File: config.mk
export PLATFORM = sky130hd
export DESIGN_NAME = temperature_window_stats_core_flat
export DESIGN_NICKNAME = d
export VERILOG_FILES = /design/src/tws_pkg.sv /design/src/tws_in_if.sv /design/src/tws_out_if.sv /design/src/tws_front.sv /design/src/tws_queue.sv /design/src/tws_back.sv /design/src/temperature_window_stats_core.sv /design/src/flat_wrapper.sv
export SDC_FILE = /design/constraint.sdc
export NUM_CORES = 1
export LEC_CHECK = 0
export BUFFER_PORTS_ARGS = -buffer_cell sky130_fd_sc_hd__buf_2
export CAP_MARGIN = 5
export CORE_MARGIN = 1.5
export CORE_UTILIZATION = 52
export CTS_CLUSTER_SIZE = 10
export DETAILED_ROUTE_END_ITERATION = 10
export PLACE_DENSITY = 0.79
export SLEW_MARGIN = 20
export SYNTH_ARGS = -nofsm -noshare
export SYNTH_HDL_FRONTEND = slang
export SYNTH_SLANG_ARGS = --single-unit
File: constraint.sdc
create_clock -name i_clk -period 25.5 [get_ports i_clk]
set_clock_uncertainty 0.1 [all_clocks]
set_input_delay 3.825 -clock i_clk [delete_from_list [all_inputs] [get_ports i_clk]]
set_output_delay 3.825 -clock i_clk [all_outputs]
set_load 0.05 [all_outputs]
File: src/tws_pkg.sv
// ============================================================================
// tws_pkg - shared types and constants for the temperature window statistics
// Widths, reset values, register indexes, result codes and the job record
// passed from the front end to the back end through the job queue.
// ============================================================================
package tws_pkg;

    // Window and sample geometry
    localparam int WINDOW_DEPTH = 10;
    localparam int SAMPLE_W     = 16;
    localparam int LEVEL_W      = 16;
    localparam int MARGIN_W     = 15;
    localparam int COUNT_W      = 32;
    localparam int FILL_W       = $clog2(WINDOW_DEPTH + 1);
    localparam int SUM_W        = SAMPLE_W + FILL_W;
    localparam int RSUM_W       = SAMPLE_W + 2;
    localparam int WIDE_W       = (SAMPLE_W > LEVEL_W) ? SAMPLE_W : LEVEL_W;
    localparam int CMP_W        = ((WIDE_W > MARGIN_W) ? WIDE_W : MARGIN_W + 1) + 6;

    // Trend needs this many readings; it looks back this many older ones
    localparam int TREND_MIN_FILL = 3;
    localparam int TREND_OLD_MAX  = 3;

    // Divider: two quotient bits per cycle
    localparam int DIV_STEPS = (SUM_W + 1) / 2;
    localparam int DIV_W     = 2 * DIV_STEPS;
    localparam int REM_W     = FILL_W + 1;
    localparam int STEP_W    = $clog2(DIV_STEPS);

    // Job queue
    localparam int QUEUE_DEPTH = 2;
    localparam int QPTR_W      = (QUEUE_DEPTH > 1) ? $clog2(QUEUE_DEPTH) : 1;
    localparam int QCNT_W      = $clog2(QUEUE_DEPTH + 1);

    // Register port
    localparam int APB_DATA_W = 32;
    localparam int REG_ADDR_W = 4;

    typedef logic signed [SAMPLE_W-1:0] t_sample;
    typedef logic signed [LEVEL_W-1:0]  t_level;

    localparam t_sample SAMPLE_MAX = {1'b0, {(SAMPLE_W-1){1'b1}}};
    localparam t_sample SAMPLE_MIN = {1'b1, {(SAMPLE_W-1){1'b0}}};

    localparam t_level                WARN_LOW_RST  = LEVEL_W'(1000);
    localparam t_level                WARN_HIGH_RST = LEVEL_W'(3500);
    localparam logic [MARGIN_W-1:0]   MARGIN_RST    = MARGIN_W'(50);

    typedef enum logic [1:0] {
        REG_WARN_LOW  = 2'd0,
        REG_WARN_HIGH = 2'd1,
        REG_MARGIN    = 2'd2
    } t_reg;

    typedef enum logic [1:0] {
        TREND_INSUFF  = 2'd0,
        TREND_RISING  = 2'd1,
        TREND_FALLING = 2'd2,
        TREND_STABLE  = 2'd3
    } t_trend;

    typedef enum logic [1:0] {
        WARN_NONE = 2'd0,
        WARN_LOW  = 2'd1,
        WARN_HIGH = 2'd2
    } t_warn;

    // One classified reading, ready for the back end
    typedef struct packed {
        logic signed [SUM_W-1:0]  sum;
        logic [FILL_W-1:0]        fill;
        logic                     trend_ok;
        logic signed [RSUM_W-1:0] rsum;
        logic signed [RSUM_W-1:0] osum;
        logic [1:0]               n_old;
        t_sample                  lo;
        t_sample                  hi;
        t_warn                    warn;
        logic [COUNT_W-1:0]       count;
    } t_job;

endpackage

File: src/tws_in_if.sv
// ============================================================================
// tws_in_if - sample channel
// Valid/ready channel carrying one temperature sample and its invalid flag.
// ============================================================================
interface tws_in_if;
    logic                   valid;
    logic                   ready;
    tws_pkg::t_sample       temperature;
    logic                   sample_invalid;

    modport source (output valid, output temperature, output sample_invalid, input ready);
    modport sink   (input valid, input temperature, input sample_invalid, output ready);
endinterface

File: src/tws_out_if.sv
// ============================================================================
// tws_out_if - statistics result channel
// Valid/ready channel carrying one set of window statistics.
// ============================================================================
interface tws_out_if;
    logic                          valid;
    logic                          ready;
    tws_pkg::t_sample              window_average;
    tws_pkg::t_sample              lowest_seen;
    tws_pkg::t_sample              highest_seen;
    logic [1:0]                    trend_code;
    logic [1:0]                    warning_code;
    logic [tws_pkg::COUNT_W-1:0]   readings_taken;
    logic [tws_pkg::FILL_W-1:0]    window_fill;

    modport source (output valid, output window_average, output lowest_seen,
                    output highest_seen, output trend_code, output warning_code,
                    output readings_taken, output window_fill, input ready);
    modport sink   (input valid, input window_average, input lowest_seen,
                    input highest_seen, input trend_code, input warning_code,
                    input readings_taken, input window_fill, output ready);
endinterface

File: src/tws_front.sv
// ============================================================================
// tws_front - sample intake and window bookkeeping
// Accepts samples, drops invalid ones, shifts valid ones into the window,
// keeps the running sum, extremes and count, and emits one job per reading.
// ============================================================================
module tws_front (
    input  logic                 i_clk,
    input  logic                 i_rst_n,
    tws_in_if.sink               i_sample,
    input  tws_pkg::t_level      i_warn_low,
    input  tws_pkg::t_level      i_warn_high,
    input  logic                 i_queue_full,
    output logic                 o_push,
    output tws_pkg::t_job        o_job
);

    tws_pkg::t_sample                  r_win [tws_pkg::WINDOW_DEPTH];
    logic [tws_pkg::FILL_W-1:0]        r_fill;
    logic signed [tws_pkg::SUM_W-1:0]  r_sum;
    tws_pkg::t_sample                  r_min;
    tws_pkg::t_sample                  r_max;
    logic [tws_pkg::COUNT_W-1:0]       r_count;

    logic [tws_pkg::FILL_W-1:0]        n_fill;
    logic signed [tws_pkg::SUM_W-1:0]  n_sum;
    tws_pkg::t_sample                  n_min;
    tws_pkg::t_sample                  n_max;
    logic [tws_pkg::COUNT_W-1:0]       n_count;

    tws_pkg::t_sample                  t;
    logic                              full;
    logic signed [tws_pkg::SUM_W-1:0]  evict;

    // Take a sample whenever the job queue has room
    assign i_sample.ready = !i_queue_full;
    assign o_push         = i_sample.valid && !i_queue_full && !i_sample.sample_invalid;
    assign t              = i_sample.temperature;

    // Next window bookkeeping
    assign full    = (r_fill == tws_pkg::FILL_W'(tws_pkg::WINDOW_DEPTH));
    assign n_fill  = full ? r_fill : r_fill + tws_pkg::FILL_W'(1);
    assign evict   = full ? tws_pkg::SUM_W'(r_win[tws_pkg::WINDOW_DEPTH-1])
                          : '0;
    assign n_sum   = r_sum + tws_pkg::SUM_W'(t) - evict;
    assign n_min   = (t < r_min) ? t : r_min;
    assign n_max   = (t > r_max) ? t : r_max;
    assign n_count = r_count + tws_pkg::COUNT_W'(1);

    // Build the job from the state as it stands after this reading
    always_comb begin
        logic signed [tws_pkg::CMP_W-1:0]  t_x;
        logic signed [tws_pkg::CMP_W-1:0]  low_x;
        logic signed [tws_pkg::CMP_W-1:0]  high_x;
        logic [tws_pkg::FILL_W-1:0]        older;
        logic [1:0]                        n_old;
        logic signed [tws_pkg::RSUM_W-1:0] osum;

        t_x    = tws_pkg::CMP_W'(t);
        low_x  = tws_pkg::CMP_W'(i_warn_low);
        high_x = tws_pkg::CMP_W'(i_warn_high);

        // Older readings: those beyond the newest three, at most three
        older = n_fill - tws_pkg::FILL_W'(tws_pkg::TREND_MIN_FILL);
        if (n_fill >= tws_pkg::FILL_W'(tws_pkg::TREND_MIN_FILL + tws_pkg::TREND_OLD_MAX)) begin
            n_old = 2'(tws_pkg::TREND_OLD_MAX);
        end else if (n_fill >= tws_pkg::FILL_W'(tws_pkg::TREND_MIN_FILL)) begin
            n_old = older[1:0];
        end else begin
            n_old = 2'd0;
        end

        // After the shift, newest is t, then r_win[0], r_win[1], ...
        osum = '0;
        if (n_old >= 2'd1) begin
            osum = osum + tws_pkg::RSUM_W'(r_win[2]);
        end
        if (n_old >= 2'd2) begin
            osum = osum + tws_pkg::RSUM_W'(r_win[3]);
        end
        if (n_old >= 2'd3) begin
            osum = osum + tws_pkg::RSUM_W'(r_win[4]);
        end

        o_job.sum      = n_sum;
        o_job.fill     = n_fill;
        o_job.trend_ok = (n_fill >= tws_pkg::FILL_W'(tws_pkg::TREND_MIN_FILL));
        o_job.rsum     = tws_pkg::RSUM_W'(t) + tws_pkg::RSUM_W'(r_win[0])
                       + tws_pkg::RSUM_W'(r_win[1]);
        o_job.osum     = osum;
        o_job.n_old    = n_old;
        o_job.lo       = n_min;
        o_job.hi       = n_max;
        o_job.count    = n_count;

        // Low warning wins over high
        if (t_x < low_x) begin
            o_job.warn = tws_pkg::WARN_LOW;
        end else if (t_x > high_x) begin
            o_job.warn = tws_pkg::WARN_HIGH;
        end else begin
            o_job.warn = tws_pkg::WARN_NONE;
        end
    end

    // Hold running statistics
    always_ff @(posedge i_clk) begin
        if (!i_rst_n) begin
            r_fill  <= '0;
            r_sum   <= '0;
            r_min   <= tws_pkg::SAMPLE_MAX;
            r_max   <= tws_pkg::SAMPLE_MIN;
            r_count <= '0;
        end else if (o_push) begin
            r_fill  <= n_fill;
            r_sum   <= n_sum;
            r_min   <= n_min;
            r_max   <= n_max;
            r_count <= n_count;
        end
    end

    // Shift the reading window, newest at the head
    always_ff @(posedge i_clk) begin
        if (o_push) begin
            r_win[0] <= t;
            for (int k = 1; k < tws_pkg::WINDOW_DEPTH; k++) begin
                r_win[k] <= r_win[k-1];
            end
        end
    end

endmodule

File: src/tws_queue.sv
// ============================================================================
// tws_queue - job queue between front and back end
// Small first-in first-out store of classified readings.
// ============================================================================
module tws_queue (
    input  logic            i_clk,
    input  logic            i_rst_n,
    input  logic            i_push,
    input  tws_pkg::t_job   i_job,
    input  logic            i_pop,
    output logic            o_full,
    output logic            o_valid,
    output tws_pkg::t_job   o_job
);

    tws_pkg::t_job                r_mem [tws_pkg::QUEUE_DEPTH];
    logic [tws_pkg::QPTR_W-1:0]   r_wr;
    logic [tws_pkg::QPTR_W-1:0]   r_rd;
    logic [tws_pkg::QCNT_W-1:0]   r_cnt;

    logic                         do_push;
    logic                         do_pop;

    assign o_full  = (r_cnt == tws_pkg::QCNT_W'(tws_pkg::QUEUE_DEPTH));
    assign o_valid = (r_cnt != '0);
    assign o_job   = r_mem[r_rd];
    assign do_push = i_push && !o_full;
    assign do_pop  = i_pop && o_valid;

    // Advance pointers and occupancy
    always_ff @(posedge i_clk) begin
        if (!i_rst_n) begin
            r_wr  <= '0;
            r_rd  <= '0;
            r_cnt <= '0;
        end else begin
            if (do_push) begin
                r_wr <= (r_wr == tws_pkg::QPTR_W'(tws_pkg::QUEUE_DEPTH - 1))
                        ? '0 : r_wr + tws_pkg::QPTR_W'(1);
            end
            if (do_pop) begin
                r_rd <= (r_rd == tws_pkg::QPTR_W'(tws_pkg::QUEUE_DEPTH - 1))
                        ? '0 : r_rd + tws_pkg::QPTR_W'(1);
            end
            if (do_push && !do_pop) begin
                r_cnt <= r_cnt + tws_pkg::QCNT_W'(1);
            end else if (do_pop && !do_push) begin
                r_cnt <= r_cnt - tws_pkg::QCNT_W'(1);
            end
        end
    end

    // Store the job
    always_ff @(posedge i_clk) begin
        if (do_push) begin
            r_mem[r_wr] <= i_job;
        end
    end

endmodule

File: src/tws_back.sv
// ============================================================================
// tws_back - trend decision, average divider and result register
// Pops one job, decides the trend, divides the window sum by the fill two
// quotient bits per cycle, and holds the finished result for the sink.
// ============================================================================
module tws_back (
    input  logic                           i_clk,
    input  logic                           i_rst_n,
    input  logic [tws_pkg::MARGIN_W-1:0]   i_margin,
    input  logic                           i_q_valid,
    input  tws_pkg::t_job                  i_job,
    output logic                           o_pop,
    tws_out_if.source                      o_result
);

    typedef enum logic [1:0] {
        ST_IDLE,
        ST_DIV,
        ST_DONE
    } t_state;

    t_state                          r_state;
    logic [tws_pkg::DIV_W-1:0]       r_dvd;
    logic [tws_pkg::REM_W-1:0]       r_rem;
    logic [tws_pkg::STEP_W-1:0]      r_step;
    logic                            r_neg;
    logic [tws_pkg::FILL_W-1:0]      r_fill;
    tws_pkg::t_sample                r_lo;
    tws_pkg::t_sample                r_hi;
    tws_pkg::t_warn                  r_warn;
    tws_pkg::t_trend                 r_trend;
    logic [tws_pkg::COUNT_W-1:0]     r_count;
    logic                            r_out_valid;
    tws_pkg::t_sample                r_o_avg;
    tws_pkg::t_sample                r_o_lo;
    tws_pkg::t_sample                r_o_hi;
    tws_pkg::t_trend                 r_o_trend;
    tws_pkg::t_warn                  r_o_warn;
    logic [tws_pkg::COUNT_W-1:0]     r_o_count;
    logic [tws_pkg::FILL_W-1:0]      r_o_fill;

    logic [tws_pkg::DIV_W-1:0]       n_dvd;
    logic [tws_pkg::REM_W-1:0]       n_rem;
    tws_pkg::t_trend                 n_trend;
    logic [tws_pkg::SUM_W-1:0]       n_mag;
    tws_pkg::t_sample                n_avg;
    logic                            take;
    logic                            load_out;

    assign take     = r_out_valid && o_result.ready;
    assign load_out = (r_state == ST_DONE) && (!r_out_valid || take);
    assign o_pop    = (r_state == ST_IDLE) && i_q_valid;

    // Decide the trend by cross-multiplied sums
    always_comb begin
        logic signed [tws_pkg::CMP_W-1:0] rsum_x;
        logic signed [tws_pkg::CMP_W-1:0] osum_x;
        logic signed [tws_pkg::CMP_W-1:0] m_x;
        logic signed [tws_pkg::CMP_W-1:0] m3;
        logic signed [tws_pkg::CMP_W-1:0] lhs;
        logic signed [tws_pkg::CMP_W-1:0] rhs3;
        logic signed [tws_pkg::CMP_W-1:0] mg;

        rsum_x = tws_pkg::CMP_W'(i_job.rsum);
        osum_x = tws_pkg::CMP_W'(i_job.osum);
        m_x    = tws_pkg::CMP_W'(i_margin);
        m3     = m_x + (m_x <<< 1);
        rhs3   = osum_x + (osum_x <<< 1);

        // No older readings weighs like one: older average is zero
        case (i_job.n_old)
            2'd2: begin
                lhs = rsum_x <<< 1;
                mg  = m3 <<< 1;
            end
            2'd3: begin
                lhs = rsum_x + (rsum_x <<< 1);
                mg  = (m_x <<< 3) + m_x;
            end
            default: begin
                lhs = rsum_x;
                mg  = m3;
            end
        endcase

        if (!i_job.trend_ok) begin
            n_trend = tws_pkg::TREND_INSUFF;
        end else if (lhs > rhs3 + mg) begin
            n_trend = tws_pkg::TREND_RISING;
        end else if (lhs < rhs3 - mg) begin
            n_trend = tws_pkg::TREND_FALLING;
        end else begin
            n_trend = tws_pkg::TREND_STABLE;
        end
    end

    // Magnitude of the window sum for the divider
    always_comb begin
        if (i_job.sum[tws_pkg::SUM_W-1]) begin
            n_mag = -i_job.sum;
        end else begin
            n_mag = i_job.sum;
        end
    end

    // Two restoring division steps per cycle
    always_comb begin
        logic [tws_pkg::REM_W-1:0] rem_a;
        logic [tws_pkg::REM_W-1:0] rem_b;
        logic [tws_pkg::REM_W-1:0] rem_m;
        logic [tws_pkg::DIV_W-1:0] dvd_m;
        logic [tws_pkg::REM_W-1:0] div_x;
        logic                      ge_a;
        logic                      ge_b;

        div_x = {1'b0, r_fill};

        rem_a = {r_rem[tws_pkg::REM_W-2:0], r_dvd[tws_pkg::DIV_W-1]};
        ge_a  = (rem_a >= div_x);
        rem_m = ge_a ? rem_a - div_x : rem_a;
        dvd_m = {r_dvd[tws_pkg::DIV_W-2:0], ge_a};

        rem_b = {rem_m[tws_pkg::REM_W-2:0], dvd_m[tws_pkg::DIV_W-1]};
        ge_b  = (rem_b >= div_x);
        n_rem = ge_b ? rem_b - div_x : rem_b;
        n_dvd = {dvd_m[tws_pkg::DIV_W-2:0], ge_b};
    end

    // Apply the sign: quotient truncates toward zero
    always_comb begin
        logic [tws_pkg::DIV_W-1:0] q_s;

        q_s   = r_neg ? (~r_dvd + tws_pkg::DIV_W'(1)) : r_dvd;
        n_avg = q_s[tws_pkg::SAMPLE_W-1:0];
    end

    // Sequence one job: load, divide, hand over
    always_ff @(posedge i_clk) begin
        if (!i_rst_n) begin
            r_state     <= ST_IDLE;
            r_out_valid <= 1'b0;
        end else begin
            // Fill the result register on hand-over, empty it when taken
            if (load_out) begin
                r_out_valid <= 1'b1;
            end else if (take) begin
                r_out_valid <= 1'b0;
            end
            unique case (r_state)
                ST_IDLE: begin
                    if (i_q_valid) begin
                        r_dvd   <= tws_pkg::DIV_W'(n_mag);
                        r_rem   <= '0;
                        r_step  <= '0;
                        r_neg   <= i_job.sum[tws_pkg::SUM_W-1];
                        r_fill  <= i_job.fill;
                        r_lo    <= i_job.lo;
                        r_hi    <= i_job.hi;
                        r_warn  <= i_job.warn;
                        r_trend <= n_trend;
                        r_count <= i_job.count;
                        r_state <= ST_DIV;
                    end
                end
                ST_DIV: begin
                    r_dvd  <= n_dvd;
                    r_rem  <= n_rem;
                    r_step <= r_step + tws_pkg::STEP_W'(1);
                    if (r_step == tws_pkg::STEP_W'(tws_pkg::DIV_STEPS - 1)) begin
                        r_state <= ST_DONE;
                    end
                end
                ST_DONE: begin
                    if (load_out) begin
                        r_o_avg     <= n_avg;
                        r_o_lo      <= r_lo;
                        r_o_hi      <= r_hi;
                        r_o_trend   <= r_trend;
                        r_o_warn    <= r_warn;
                        r_o_count   <= r_count;
                        r_o_fill    <= r_fill;
                        r_state     <= ST_IDLE;
                    end
                end
                default: begin
                    r_state <= ST_IDLE;
                end
            endcase
        end
    end

    // Drive the result channel
    assign o_result.valid          = r_out_valid;
    assign o_result.window_average = r_o_avg;
    assign o_result.lowest_seen    = r_o_lo;
    assign o_result.highest_seen   = r_o_hi;
    assign o_result.trend_code     = r_o_trend;
    assign o_result.warning_code   = r_o_warn;
    assign o_result.readings_taken = r_o_count;
    assign o_result.window_fill    = r_o_fill;

endmodule

File: src/temperature_window_stats_core.sv
// ============================================================================
// temperature_window_stats_core - windowed temperature statistics
// Moving average, running extremes, trend and warnings over valid samples.
// ============================================================================
//
//  Channel    Dir  Handshake             Beat
//  i_sample   in   valid/ready           temperature, sample_invalid
//  o_result   out  valid/ready           average, extremes, codes, count, fill
//  APB        in   psel/penable/pready   warn_low_level, warn_high_level,
//                                        trend_margin at 0x0, 0x4, 0x8
//
//  A sample beat is taken while the two-entry job queue has room;
//  an invalid sample is dropped there and gives no result.
//  Per reading the back end pops a job and decides the trend, divides the 20-bit
//  window sum in the two-bit-per-cycle divider, then loads the output register
//  once that is free; it pops no further job until the result is loaded.
//  Synchronous active-low reset clears statistics and restores register
//  defaults; the result register holds a beat until the sink takes it.
//
module temperature_window_stats_core (
    input  logic                               i_clk,
    input  logic                               i_rst_n,
    tws_in_if.sink                             i_sample,
    tws_out_if.source                          o_result,
    input  logic                               psel,
    input  logic                               penable,
    input  logic                               pwrite,
    input  logic [tws_pkg::REG_ADDR_W-1:0]     paddr,
    input  logic [tws_pkg::APB_DATA_W-1:0]     pwdata,
    output logic [tws_pkg::APB_DATA_W-1:0]     prdata,
    output logic                               pready
);

    tws_pkg::t_level                  r_warn_low;
    tws_pkg::t_level                  r_warn_high;
    logic [tws_pkg::MARGIN_W-1:0]     r_margin;

    logic                             cfg_wr;
    logic [1:0]                       reg_idx;
    logic                             push;
    logic                             queue_full;
    tws_pkg::t_job                    front_job;
    logic                             q_valid;
    tws_pkg::t_job                    q_job;
    logic                             pop;

    assign pready  = 1'b1;
    assign cfg_wr  = psel && penable && pwrite && pready;
    assign reg_idx = paddr[tws_pkg::REG_ADDR_W-1:2];

    // Write configuration registers
    always_ff @(posedge i_clk) begin
        if (!i_rst_n) begin
            r_warn_low  <= tws_pkg::WARN_LOW_RST;
            r_warn_high <= tws_pkg::WARN_HIGH_RST;
            r_margin    <= tws_pkg::MARGIN_RST;
        end else if (cfg_wr) begin
            unique case (reg_idx)
                tws_pkg::REG_WARN_LOW:  r_warn_low  <= pwdata[tws_pkg::LEVEL_W-1:0];
                tws_pkg::REG_WARN_HIGH: r_warn_high <= pwdata[tws_pkg::LEVEL_W-1:0];
                tws_pkg::REG_MARGIN:    r_margin    <= pwdata[tws_pkg::MARGIN_W-1:0];
                default: ;
            endcase
        end
    end

    // Read back configuration registers
    always_comb begin
        unique case (reg_idx)
            tws_pkg::REG_WARN_LOW:
                prdata = tws_pkg::APB_DATA_W'($unsigned(r_warn_low));
            tws_pkg::REG_WARN_HIGH:
                prdata = tws_pkg::APB_DATA_W'($unsigned(r_warn_high));
            tws_pkg::REG_MARGIN:
                prdata = tws_pkg::APB_DATA_W'(r_margin);
            default:
                prdata = '0;
        endcase
    end

    tws_front u_front (
        .i_clk        (i_clk),
        .i_rst_n      (i_rst_n),
        .i_sample     (i_sample),
        .i_warn_low   (r_warn_low),
        .i_warn_high  (r_warn_high),
        .i_queue_full (queue_full),
        .o_push       (push),
        .o_job        (front_job)
    );

    tws_queue u_queue (
        .i_clk   (i_clk),
        .i_rst_n (i_rst_n),
        .i_push  (push),
        .i_job   (front_job),
        .i_pop   (pop),
        .o_full  (queue_full),
        .o_valid (q_valid),
        .o_job   (q_job)
    );

    tws_back u_back (
        .i_clk     (i_clk),
        .i_rst_n   (i_rst_n),
        .i_margin  (r_margin),
        .i_q_valid (q_valid),
        .i_job     (q_job),
        .o_pop     (pop),
        .o_result  (o_result)
    );

    // Fill of a delivered beat is within the window
    a_fill_range: assert property (@(posedge i_clk) disable iff (!i_rst_n)
        o_result.valid |-> (o_result.window_fill != '0 &&
            o_result.window_fill <= tws_pkg::FILL_W'(tws_pkg::WINDOW_DEPTH)))
        else $error("window fill out of range");

    // Extremes are ordered once any reading is in
    a_extremes: assert property (@(posedge i_clk) disable iff (!i_rst_n)
        o_result.valid |-> (o_result.lowest_seen <= o_result.highest_seen))
        else $error("lowest above highest");

    // The average lies between the extremes seen so far
    a_avg_bounds: assert property (@(posedge i_clk) disable iff (!i_rst_n)
        o_result.valid |-> (o_result.window_average >= o_result.lowest_seen &&
            o_result.window_average <= o_result.highest_seen))
        else $error("window average outside extremes");

    // Trend is insufficient exactly while the window is short
    a_trend_fill: assert property (@(posedge i_clk) disable iff (!i_rst_n)
        o_result.valid |-> ((o_result.trend_code == tws_pkg::TREND_INSUFF) ==
            (o_result.window_fill < tws_pkg::FILL_W'(tws_pkg::TREND_MIN_FILL))))
        else $error("trend code disagrees with window fill");

endmodule
File: src/flat_wrapper.sv
// flat-port wrapper written by rule: the top's interface ports become plain ports
module temperature_window_stats_core_flat 
  (i_clk, i_rst_n, psel, penable, pwrite, paddr, pwdata, prdata, pready, i_sample_valid, i_sample_temperature, i_sample_sample_invalid, i_sample_ready, o_result_valid, o_result_window_average, o_result_lowest_seen, o_result_highest_seen, o_result_trend_code, o_result_warning_code, o_result_readings_taken, o_result_window_fill, o_result_ready);
  tws_in_if i_sample_i ();
  tws_out_if o_result_i ();
  input  logic i_clk;
  input  logic i_rst_n;
  input  logic psel;
  input  logic penable;
  input  logic pwrite;
  input  logic [tws_pkg::REG_ADDR_W-1:0] paddr;
  input  logic [tws_pkg::APB_DATA_W-1:0] pwdata;
  output logic [tws_pkg::APB_DATA_W-1:0] prdata;
  output logic pready;
  input wire logic [$bits(i_sample_i.valid)-1:0] i_sample_valid;
  input wire logic [$bits(i_sample_i.temperature)-1:0] i_sample_temperature;
  input wire logic [$bits(i_sample_i.sample_invalid)-1:0] i_sample_sample_invalid;
  output wire logic [$bits(i_sample_i.ready)-1:0] i_sample_ready;
  output wire logic [$bits(o_result_i.valid)-1:0] o_result_valid;
  output wire logic [$bits(o_result_i.window_average)-1:0] o_result_window_average;
  output wire logic [$bits(o_result_i.lowest_seen)-1:0] o_result_lowest_seen;
  output wire logic [$bits(o_result_i.highest_seen)-1:0] o_result_highest_seen;
  output wire logic [$bits(o_result_i.trend_code)-1:0] o_result_trend_code;
  output wire logic [$bits(o_result_i.warning_code)-1:0] o_result_warning_code;
  output wire logic [$bits(o_result_i.readings_taken)-1:0] o_result_readings_taken;
  output wire logic [$bits(o_result_i.window_fill)-1:0] o_result_window_fill;
  input wire logic [$bits(o_result_i.ready)-1:0] o_result_ready;
  assign i_sample_i.valid = i_sample_valid;
  assign i_sample_i.temperature = i_sample_temperature;
  assign i_sample_i.sample_invalid = i_sample_sample_invalid;
  assign i_sample_ready = i_sample_i.ready;
  assign o_result_valid = o_result_i.valid;
  assign o_result_window_average = o_result_i.window_average;
  assign o_result_lowest_seen = o_result_i.lowest_seen;
  assign o_result_highest_seen = o_result_i.highest_seen;
  assign o_result_trend_code = o_result_i.trend_code;
  assign o_result_warning_code = o_result_i.warning_code;
  assign o_result_readings_taken = o_result_i.readings_taken;
  assign o_result_window_fill = o_result_i.window_fill;
  assign o_result_i.ready = o_result_ready;
  temperature_window_stats_core u_core (.i_clk(i_clk), .i_rst_n(i_rst_n), .i_sample(i_sample_i), .o_result(o_result_i), .psel(psel), .penable(penable), .pwrite(pwrite), .paddr(paddr), .pwdata(pwdata), .prdata(prdata), .pready(pready));
endmodule
* Yosys cells after proc, flatten, opt, wreduce, memory -nomap -nowiden
Memories as Yosys holds them, arrays and structs flattened. A register that Yosys moved wholly into a read port is not among the register bits.
Cells that the tools add are included.
** Cells by class
- $add $sub $neg :: 24
- Reductions and logical operators :: 31
- Bitwise operators :: 2
- Mux-type cells :: 42
- Magnitude comparators :: 13
- Eq/ne operators :: 12
** Operator list (count)
- one-hot mux 22 bit (2 select lines) :: 2
- two-way mux 20 bit :: 3
- two-way mux 18 bit :: 3
- two-way mux 16 bit :: 3
- one-hot mux 16 bit (3 select lines) :: 1
- adder 18 x 19 -> 20 bit :: 2
- one-hot mux 20 bit (2 select lines) :: 1
- adder 18 x 16 -> 18 bit :: 2
- adder 32 x 1 -> 32 bit (second input constant) :: 1
- greater-than comparator 16 bit :: 2
- less-than comparator 16 bit :: 2
- adder 20 x 22 -> 22 bit :: 1
- greater-than comparator 22 bit :: 1
- less-than comparator 22 bit :: 1
- subtractor 20 x 22 -> 22 bit :: 1
- adder 20 x 16 -> 20 bit :: 1
- two-way mux 4 bit :: 5
- negator 20 bit :: 1
- subtractor 20 bit :: 1
- adder 18 x 15 -> 19 bit :: 1
- adder 17 x 16 -> 18 bit :: 1
- two-way mux 2 bit :: 9
- adder 15 x 16 -> 17 bit :: 1
- adder 16 x 16 -> 17 bit :: 1
- 29 further kinds :: 77
** Word-level totals
- Word-level logic and storage cells :: 157
- Output and inout port bits :: 123
- Flip-flop bits (word level) :: 331
- Bits of input ports :: 60
- Memories kept :: 2
- RAM bits :: 418
** Memory list
- u_core.u_queue.r_mem :: words 2, bits a word 129, read ports 1, clocked after memory_dff 1, wr ports 1, line tws_queue.sv:16 : tws_pkg::t_job r_mem [tws_pkg::QUEUE_DEPTH];
- u_core.u_front.r_win :: words 10, bits a word 16, read ports 10, clocked after memory_dff 0, wr ports 10, line tws_front.sv:17 : tws_pkg::t_sample r_win [tws_pkg::WINDOW_DEPTH];

* Longest topological paths before layout
Gate-level depths: netlist of run 1.
- Word-level depth :: 11
- Gate-level depth with buffers :: 39
- Depth with buffers taken out :: 32

* Cells and area by module
Synthesis of run 1 repeated with hierarchy kept, for this count alone.
** Unflattened totals
- Cell total of the unflattened synthesis :: 3543
- Area total of the unflattened synthesis :: 41015.6 sq um
** Modules (own cells, without submodules)
- tws_front :: seq. area each 6566.3 sq um, times used 1, cells an instance 1575, area each 15657.5 sq um
- tws_back :: seq. area each 5735.5 sq um, times used 1, cells an instance 1280, area each 13430.4 sq um
- tws_queue :: seq. area each 7847.5 sq um, times used 1, cells an instance 426, area each 9580.4 sq um
- temperature_window_stats_core :: seq. area each 940.9 sq um, times used 1, cells an instance 262, area each 2347.3 sq um

* Worst setup path after synthesis of run 1
Ideal clock, no wire load.
- Path kind :: in2reg
- Start point :: input port i_rst_n
- End point :: register u_core.u_back.r_o_hi[0] (netlist: u_core.u_back.o_result.highest_seen[0]) (enable)
- Path slack :: 14.216 ns
- Path buffers :: 1
- Arrival time :: 10.524 ns
- Stages on the path :: 3
- Cells stage by stage :: inv_2 clkbuf_1 nor3b_1
** Between the ends
- Word-level cells in the longest chain between the ends :: 1
** Ends and longest elaborated chain
- start, declared :: line flat_wrapper.sv:7 : input logic i_rst_n;
- AND reduction 3 bit (no line)
- end signal, assigned :: line tws_back.sv:177 : r_o_hi <= r_hi;
- end, declared :: line tws_back.sv:36 : tws_pkg::t_sample r_o_hi;
Every way passes these cells.
A chain may end at the register's enable or synchronous reset.

* Worst setup path after layout of run 1
- Start point :: input port paddr[2] (netlist name)
- End point :: output port prdata[4] (netlist name)
** Between the ends
- Word-level cells in the longest chain between the ends :: 2
- Elaborated cells between the ends (all ways) :: 4
** Ends and longest elaborated chain
- start, declared :: line flat_wrapper.sv:11 : input logic [tws_pkg::REG_ADDR_W-1:0] paddr;
- equality test 2 bit, or another cell as far along :: line temperature_window_stats_core.sv:69 : unique case (reg_idx)
- one-hot mux 16 bit (3 select lines) * :: line temperature_window_stats_core.sv:69
- end, declared :: line flat_wrapper.sv:13 : output logic [tws_pkg::APB_DATA_W-1:0] prdata;
Mark *: on every way between the ends. The rest lies on a longest branch, timed or not.

==> results of run 1 <==
area by class of cell:
| type | count | area share |
|---|---|---|
| sequential | 750 | 0.479 |
| multi-input combinational | 2357 | 0.390 |
| clock buffer | 151 | 0.0563 |
| tap | 978 | 0.0278 |
| timing repair buffer | 179 | 0.0222 |
| inverter | 245 | 0.0210 |
| clock inverter | 11 | 0.00349 |
| antenna | 1 | 0.0000568 |
layer usage:
metal | wire length (um) | share of wire | global-route usage | vias to the layer above
li1 | - | - | - | 12700
met2 | 41700 | 0.50 | 0.373 | 662
met1 | 34700 | 0.42 | 0.258 | 12500
met5 | 0 | 0 | 0 | -
met4 | 3100 | 0.037 | 0.0810 | 0
met3 | 3900 | 0.047 | 0.0290 | 164
per-stage QoR:
step	instance area [um2]	std cells	total power (W)	worst slack [ps]
2_1_floorplan	39700	3477	0.00314	14220
3_3_place_gp	41400	4509	0.00350	16010
3_5_place_dp	41400	4509	0.00357	15970
4_1_cts	44000	4671	0.00474	15970
5_1_grt	44000	4671	0.00504	15800
6_report	44000	4672	0.00473	15930
logic make-up after synthesis:
kind of cell,after synthesis
DFF,750
buffers and inverters,370
adders and majority gates,340
other,2
muxes,181
and+or+nand+nor,897
AOI/OAI and AO/OA,687
xor gates and xnor gates,235
worst max path at each step:
stage,from,slack (ps),end,depth (start not counted)
floorplan,i_rst_n,14220,u_core.u_back.o_result.highest_seen[0]$_DFFE_PP_,3
global placement,paddr[2],16010,prdata[11],5
detailed placement,paddr[2],15970,prdata[4],5
CTS,paddr[2],15970,prdata[4],5
global route,paddr[2],15800,prdata[4],5
finish,paddr[2],15930,prdata[4],5
critical path, cell delays in order:
cell	delay (ps)
buf_2	300
nor2b_1	890
nand2_1	150
o21ai_0	160
buf_2	320
flip-flops by register name, summed over array words and instances, names as in the netlist, 15 cells and up, named ones only:
register                               count
u_core.u_queue.r_mem                     258
u_core.u_front.r_max                      16
u_core.u_back.r_hi                        16
u_core.u_back.r_count                     32
u_core.r_warn_low                         16
u_core.u_front.r_min                      16
u_core.u_back.o_result.highest_seen       16
u_core.r_margin                           15
u_core.u_back.r_dvd                       20
u_core.u_back.r_lo                        16
u_core.u_front.r_count                    32
u_core.u_back.o_result.lowest_seen        16
u_core.u_back.o_result.readings_taken     32
u_core.u_back.o_result.window_average     16
u_core.u_front.r_sum                      20
u_core.u_front.r_win                     160
u_core.r_warn_high                        16
cell usage in the layout (no fill, tap or decap), types with 31 or more instances in the layout:
cell,synthesis,final
nand2b_1,34,34
dfxtp_1,143,142
nand3_1,46,46
buf_2,17,147
xor2_1,86,86
buf_4,20,32
mux2_2,112,112
nor2_1,208,206
inv_1,242,241
o211ai_1,42,42
clkbuf_1,79,58
nand4_1,31,31
and2_1,54,53
clkbuf_16,0,87
fa_1,46,46
nand2_1,359,359
nor2b_1,33,33
xnor2_1,148,148
a21o_1,62,62
nor3_1,47,45
edfxtp_1,607,607
mux2i_1,69,65
ha_1,291,291
a21oi_1,215,215
o21ai_0,170,170
o21a_1,44,44
power by group through the flow:
| stage | logic, W | registers (W) | clock network [W] |
|---|---|---|---|
| after floorplan | 0.00152 | 0.00162 | 0 |
| after global placement | 0.00187 | 0.00163 | 0 |
| after detailed placement | 0.00193 | 0.00164 | 0 |
| after CTS | 0.00196 | 0.00162 | 0.00116 |
| after global routing | 0.00219 | 0.00163 | 0.00121 |
| final | 0.00197 | 0.00162 | 0.00114 |
==> results.cfg, run 1 <==
[power_and_ir_drop]
switching_share = 0.360
p_clk_frac = 0.242
p_int_w = 0.00303
power.leakage_nw = 17.2
peakVddDrop_v = 0.0000789
p_comb_frac = 0.416
seqPwrFrac = 0.342
powerDensity_mw_per_mm2 = 107
power.net_switching_w = 0.00170

[setup_path]
rr_worst_depth = 29
worstPathMaxFanout = 22
end_kind = output pin
cp.required_ps = 21570
cp-start-kind = input port
timing.rr.end = u_core.u_back.r_trend[0]$_SDFFCE_PN0P_
r2r_setup_slack_ps = 17520
arrival_ps = 5640
crit_type = in2out

[clock_tree]
cts_buffer_depth = 3
cts_made_buffers = 87
cts_sinks = 750
insertion_delay_ps = 640
post_cts_buffers = 0
clk_pin_slew_worst_paths_ps = 50
htreeDepth = 3
holdBufCountCts = 0
cts_tree = built
cts_root_buf = clkbuf_16
ctsResizeCount = 0

[logic_synthesis]
synth_area_mm2 = 0.0396
ys_seq_elements = 750
yosys-top-cells-area = edfxtp_1 46%, ha_1 9.2%, dfxtp_1 7.2%, nand2_1 3.4%, xnor2_1 3.3%
yosysTopAreaCell = edfxtp_1
synth_fa_ha_area_frac = 0.116
yosys_most_used_dff = edfxtp_1
synth_top_area_share = 0.460
avgSynthCellArea_um2 = 11.4
yosys-top-cells-count = 607 x edfxtp_1, 359 x nand2_1, 291 x ha_1
yosys.area_share.xor_xnor = 0.0521
netlist_instances = 3462
seq_area_frac_synth = 0.532
synth_mux_area_frac = 0.0492
synth_edf_count = 607
synth_top_family_by_area = adder cells
synth_compound_area_frac = 0.109
ys_warn_count = 0
synth_cell_types = 85
synth-simple-area-share = 0.104
yosysMostFrequentCell = edfxtp_1
synthArstFlopShare = 0

[floorplanning]
core_area_mm2 = 0.0757
fp.dieH_um = 279
start_util = 0.524
io_pins = 183
rows = 101
die_x_um = 279
die_area_mm2 = 0.0779

[sta]
setup-tns-final_ps = 0
final-setup-viol-count = 0
hold_violations = 0
final_max_slew_viol_count = 0
post-route-min-period_ps = 9570
relSlewSlack = 0.303
finalCritPeriodShare = 0.375
tightest_slew_ps = 1040
max_freq_mhz = 105
hold_slack_ps = 311
rsz0062_at_grt = false

[drt]
drcViolationCount = 0
avgViaCountPerCell = 5.58
routedWlPerCell_um = 17.8
ant_nets = 0
drt-initial-drc-count = 1882
drt_pass1_iterations = 6
drt_wl_total_mm = 83.3
num_vias = 26100

[global_route]
grt_util_all_layers = 0.210
grt_pass1_wl_mm = 131
grt_max_degree = 85
antenna_found_initial = 1
grt_pass1_vias = 25500
grt_overflow = 0

[layout]
multiInputGateArea_mm2 = 0.0172
drive_above_1_share = 0.119
fill_cells = 5906
area_delta_synth_final_pct = 11.1
fin_nets = 4017
fin_util = 0.582
layout.area.seq_mm2 = 0.0211

[min_path]
hold_class = reg2reg
hold-path-cell-count = 0
min_from = u_core.u_front.r_win[8][7]$_DFFE_PP_
whs_endpoint = u_core.u_front.r_win[9][7]$_DFFE_PP_

[placed_design]
hpwl_mm = 58.4
gp_congestion = 0.866
portBuffers = 147

[flow_run]
maxCapViolCount = 0

[outcome]
outcome = complete, no violations
Power figures use the tool's default switching activity.
==> run 2, diff against run 1 <==
--- a/config.mk
+++ b/config.mk
@@ -5,6 +5,7 @@
 export SDC_FILE = /design/constraint.sdc
 export NUM_CORES = 1
 export LEC_CHECK = 0
+export ABC_AREA = 1
 export BUFFER_PORTS_ARGS = -buffer_cell sky130_fd_sc_hd__buf_2
 export CAP_MARGIN = 5
 export CORE_MARGIN = 1.5
==> constraint.sdc (replaced) <==
create_clock -name i_clk -period 9.85 [get_ports i_clk]
set_clock_uncertainty 0.1 [all_clocks]
set_input_delay 1.4775 -clock i_clk [delete_from_list [all_inputs] [get_ports i_clk]]
set_output_delay 1.4775 -clock i_clk [all_outputs]
set_load 0.05 [all_outputs]
==> results.cfg, run 2 <==
[clock_tree]
post_cts_buffers = 0
cts_root_buf = clkbuf_16
cts_made_buffers = 87
ctsResizeCount = 0
clk_pin_slew_worst_paths_ps = 60
cts_buffer_depth = 3
htreeDepth = 3
holdBufCountCts = 0
insertion_delay_ps = 650
cts_sinks = 750
cts_tree = built

[drt]
drt_wl_total_mm = 97.9
drcViolationCount = 0
avgViaCountPerCell = 5.53
num_vias = 30300
routedWlPerCell_um = 17.9
drt_pass1_iterations = 6
drt-initial-drc-count = 2927
ant_nets = 0

[logic_synthesis]
yosysMostFrequentCell = nand2_1
seq_area_frac_synth = 0.519
yosys-top-cells-count = 874 x nand2_1, 607 x edfxtp_1, 554 x inv_1
synth_area_mm2 = 0.0406
synth-simple-area-share = 0.150
synth_top_area_share = 0.448
synth_compound_area_frac = 0.109
ys_warn_count = 0
yosys.area_share.xor_xnor = 0.0396
yosys_most_used_dff = edfxtp_1
synth_mux_area_frac = 0.00296
synthArstFlopShare = 0
avgSynthCellArea_um2 = 9.65
netlist_instances = 4214
yosysTopAreaCell = edfxtp_1
yosys-top-cells-area = edfxtp_1 45%, ha_1 9.0%, nand2_1 8.1%, dfxtp_1 7.0%, inv_1 5.1%
synth_edf_count = 607
ys_seq_elements = 750
synth_fa_ha_area_frac = 0.112
synth_cell_types = 66
synth_top_family_by_area = simple AND/OR/NAND/NOR gates

[sta]
max_freq_mhz = 138
rsz0062_at_grt = false
final-setup-viol-count = 0
hold_violations = 0
final_max_slew_viol_count = 0
setup-tns-final_ps = 0
finalCritPeriodShare = 0.737
relSlewSlack = 0.269
tightest_slew_ps = 1090
post-route-min-period_ps = 7260

[setup_path]
arrival_ps = 7500
rr_worst_depth = 30
path_buf_inv = 4
end_kind = flop
cp-start-kind = flop
critical-path-slowest-cell = dfxtp_4
crit_type = reg2reg
cp_top_family = simple AND/OR/NAND/NOR gates
cp_slowest_stage_delay_ps = 650
timing.rr.end = u_core.u_back.r_trend[0]$_SDFFCE_PN0P_
cp_num_cells = 30
crit_path_frequent_cell = o21ai_0
cp.required_ps = 10090
r2r_setup_slack_ps = 2590
critPathCapture = u_core.u_back.r_trend[0]$_SDFFCE_PN0P_
worstPathMaxFanout = 44

[power_and_ir_drop]
peakVddDrop_v = 0.000316
p_clk_frac = 0.177
power.net_switching_w = 0.00758
powerDensity_mw_per_mm2 = 371
total_power_w = 0.0167
p_int_w = 0.00909
seqPwrFrac = 0.263
p_comb_frac = 0.560
switching_share = 0.455
power.leakage_nw = 19.5

[outcome]
outcome = complete, no violations

[global_route]
grt_pass1_vias = 29300
grt_pass1_wl_mm = 153
antenna_found_initial = 3
grt_max_degree = 161
grt_overflow = 0
grt_util_all_layers = 0.244

[placed_design]
hpwl_mm = 69.6
portBuffers = 147
place_inst = 5308
gp_congestion = 0.944

[layout]
fin_cells = 5477
largest_register = u_core.u_queue.r_mem
layout_commonest_cell = nand2_1
drive_above_1_share = 0.0828
area_delta_synth_final_pct = 10.7
final_cell_mix = 874 x nand2_1, 607 x edfxtp_1, 554 x inv_1, 346 x a21oi_1, 291 x ha_1
reg_top3 = u_core.u_queue.r_mem: 258 flops, u_core.u_front.r_win: 160 flops
fin_nets = 4754
largest_reg_flops = 258
fill_cells = 6263

[floorplanning]
start_util = 0.525
die_area_mm2 = 0.0799
io_pins = 183
die_x_um = 283
core_area_mm2 = 0.0775
fp.dieH_um = 283
rows = 102

[flow_run]
maxCapViolCount = 0

[min_path]
hold_class = reg2reg
[run 2: cell types whose count changed in the layout (fill, tap and decap cells not counted), moves of 34 or more]
cell and change:
and2_1 -52, a21oi_1 +131, nand3_1 +130, mux2i_1 -53, o21ai_0 +72, nand2_1 +515
nand2b_1 -34, mux2_2 -112, a21o_1 -51, xor2_1 +59, xnor2_1 -109, inv_1 +313
[run 2: power by group through the flow]
stage | Combinational [W] | Sequential [W] | Clock [W]
global placement | 0.00892 | 0.00441 | 0
global route | 0.0106 | 0.00442 | 0.00311
finish | 0.00934 | 0.00438 | 0.00295
detailed placement | 0.00919 | 0.00443 | 0
CTS | 0.00926 | 0.00438 | 0.00298
floorplan | 0.00698 | 0.00445 | 0
[run 2: how the worst min path moves through the flow]
| stage | startpoint | to | slack [ps] | cells after the start |
|---|---|---|---|---|
| finish | u_core.u_front.r_win[7][4]$_DFFE_PP_ | u_core.u_front.r_win[8][4]$_DFFE_PP_ | 310 | 0 |
| global route | u_core.u_front.r_win[6][11]$_DFFE_PP_ | u_core.u_front.r_win[7][11]$_DFFE_PP_ | 320 | 0 |
| CTS | u_core.u_front.r_win[6][11]$_DFFE_PP_ | u_core.u_front.r_win[7][11]$_DFFE_PP_ | 310 | 0 |
| detailed placement | u_core.u_back.r_lo[9]$_DFFE_PP_ | u_core.u_back.o_result.lowest_seen[9]$_DFFE_PP_ | 300 | 0 |
| global placement | u_core.u_back.r_hi[14]$_DFFE_PP_ | u_core.u_back.o_result.highest_seen[14]$_DFFE_PP_ | 300 | 0 |
| floorplan | u_core.u_back.r_hi[0]$_DFFE_PP_ | u_core.u_back.o_result.highest_seen[0]$_DFFE_PP_ | 300 | 0 |
[run 2: logic make-up (layout without fill, tap and decap cells)]
family                     Yosys count  in the layout
muxes                               12             12
buffers and inverters              697            900
adders and majority gates          337            337
xor gates and xnor gates           184            184
AOI/OAI and AO/OA                  791            791
and+or+nand+nor                   1441           1441
DFF                                750            750
other                                2             22
[run 2: stage by stage]
step,instance area (um2),hold slack (ps),util,worst slack [ps]
after detailed placement,42400,305,0.547,2760
after global placement,42400,301,0.547,2840
after floorplan,40700,300,-,1380
after global routing,45000,319,0.581,1750
final,45000,309,0.581,2590
after CTS,45000,308,0.581,2610
[run 2: layout make-up]
| cell class | instances | area [um2] | share of cell area |
|---|---|---|---|
| repair buffers | 168 | 906 | 0.0201 |
| clock inverters | 11 | 160 | 0.00356 |
| diodes | 5 | 12.5 | 0.000278 |
| well taps | 1040 | 1300 | 0.0289 |
| multi-input cells | 2782 | 16900 | 0.377 |
| inverters | 568 | 2130 | 0.0474 |
| flip-flops and latches | 750 | 21100 | 0.469 |
| clock buffers | 153 | 2430 | 0.0541 |
[run 2: metal layers]
metal	GRT usage	routed length, um	vias up
met4	0.0980	3700	0
met2	0.411	46500	1155
met3	0.0348	7000	220
li1	-	-	14600
met5	0	0	-
met1	0.316	40700	14300
[run 2: worst reg2reg max path, delay by kind of cell, from the launching register on]
kind | cells | cell delay, ps
AND/OR/NAND/NOR | 11 | 2300
AO/OA/AOI/OAI | 9 | 1670
buffers and inverters | 4 | 970
adder cells (fa/ha/maj) | 3 | 930
flip-flops | 1 | 650
XOR/XNOR | 3 | 360
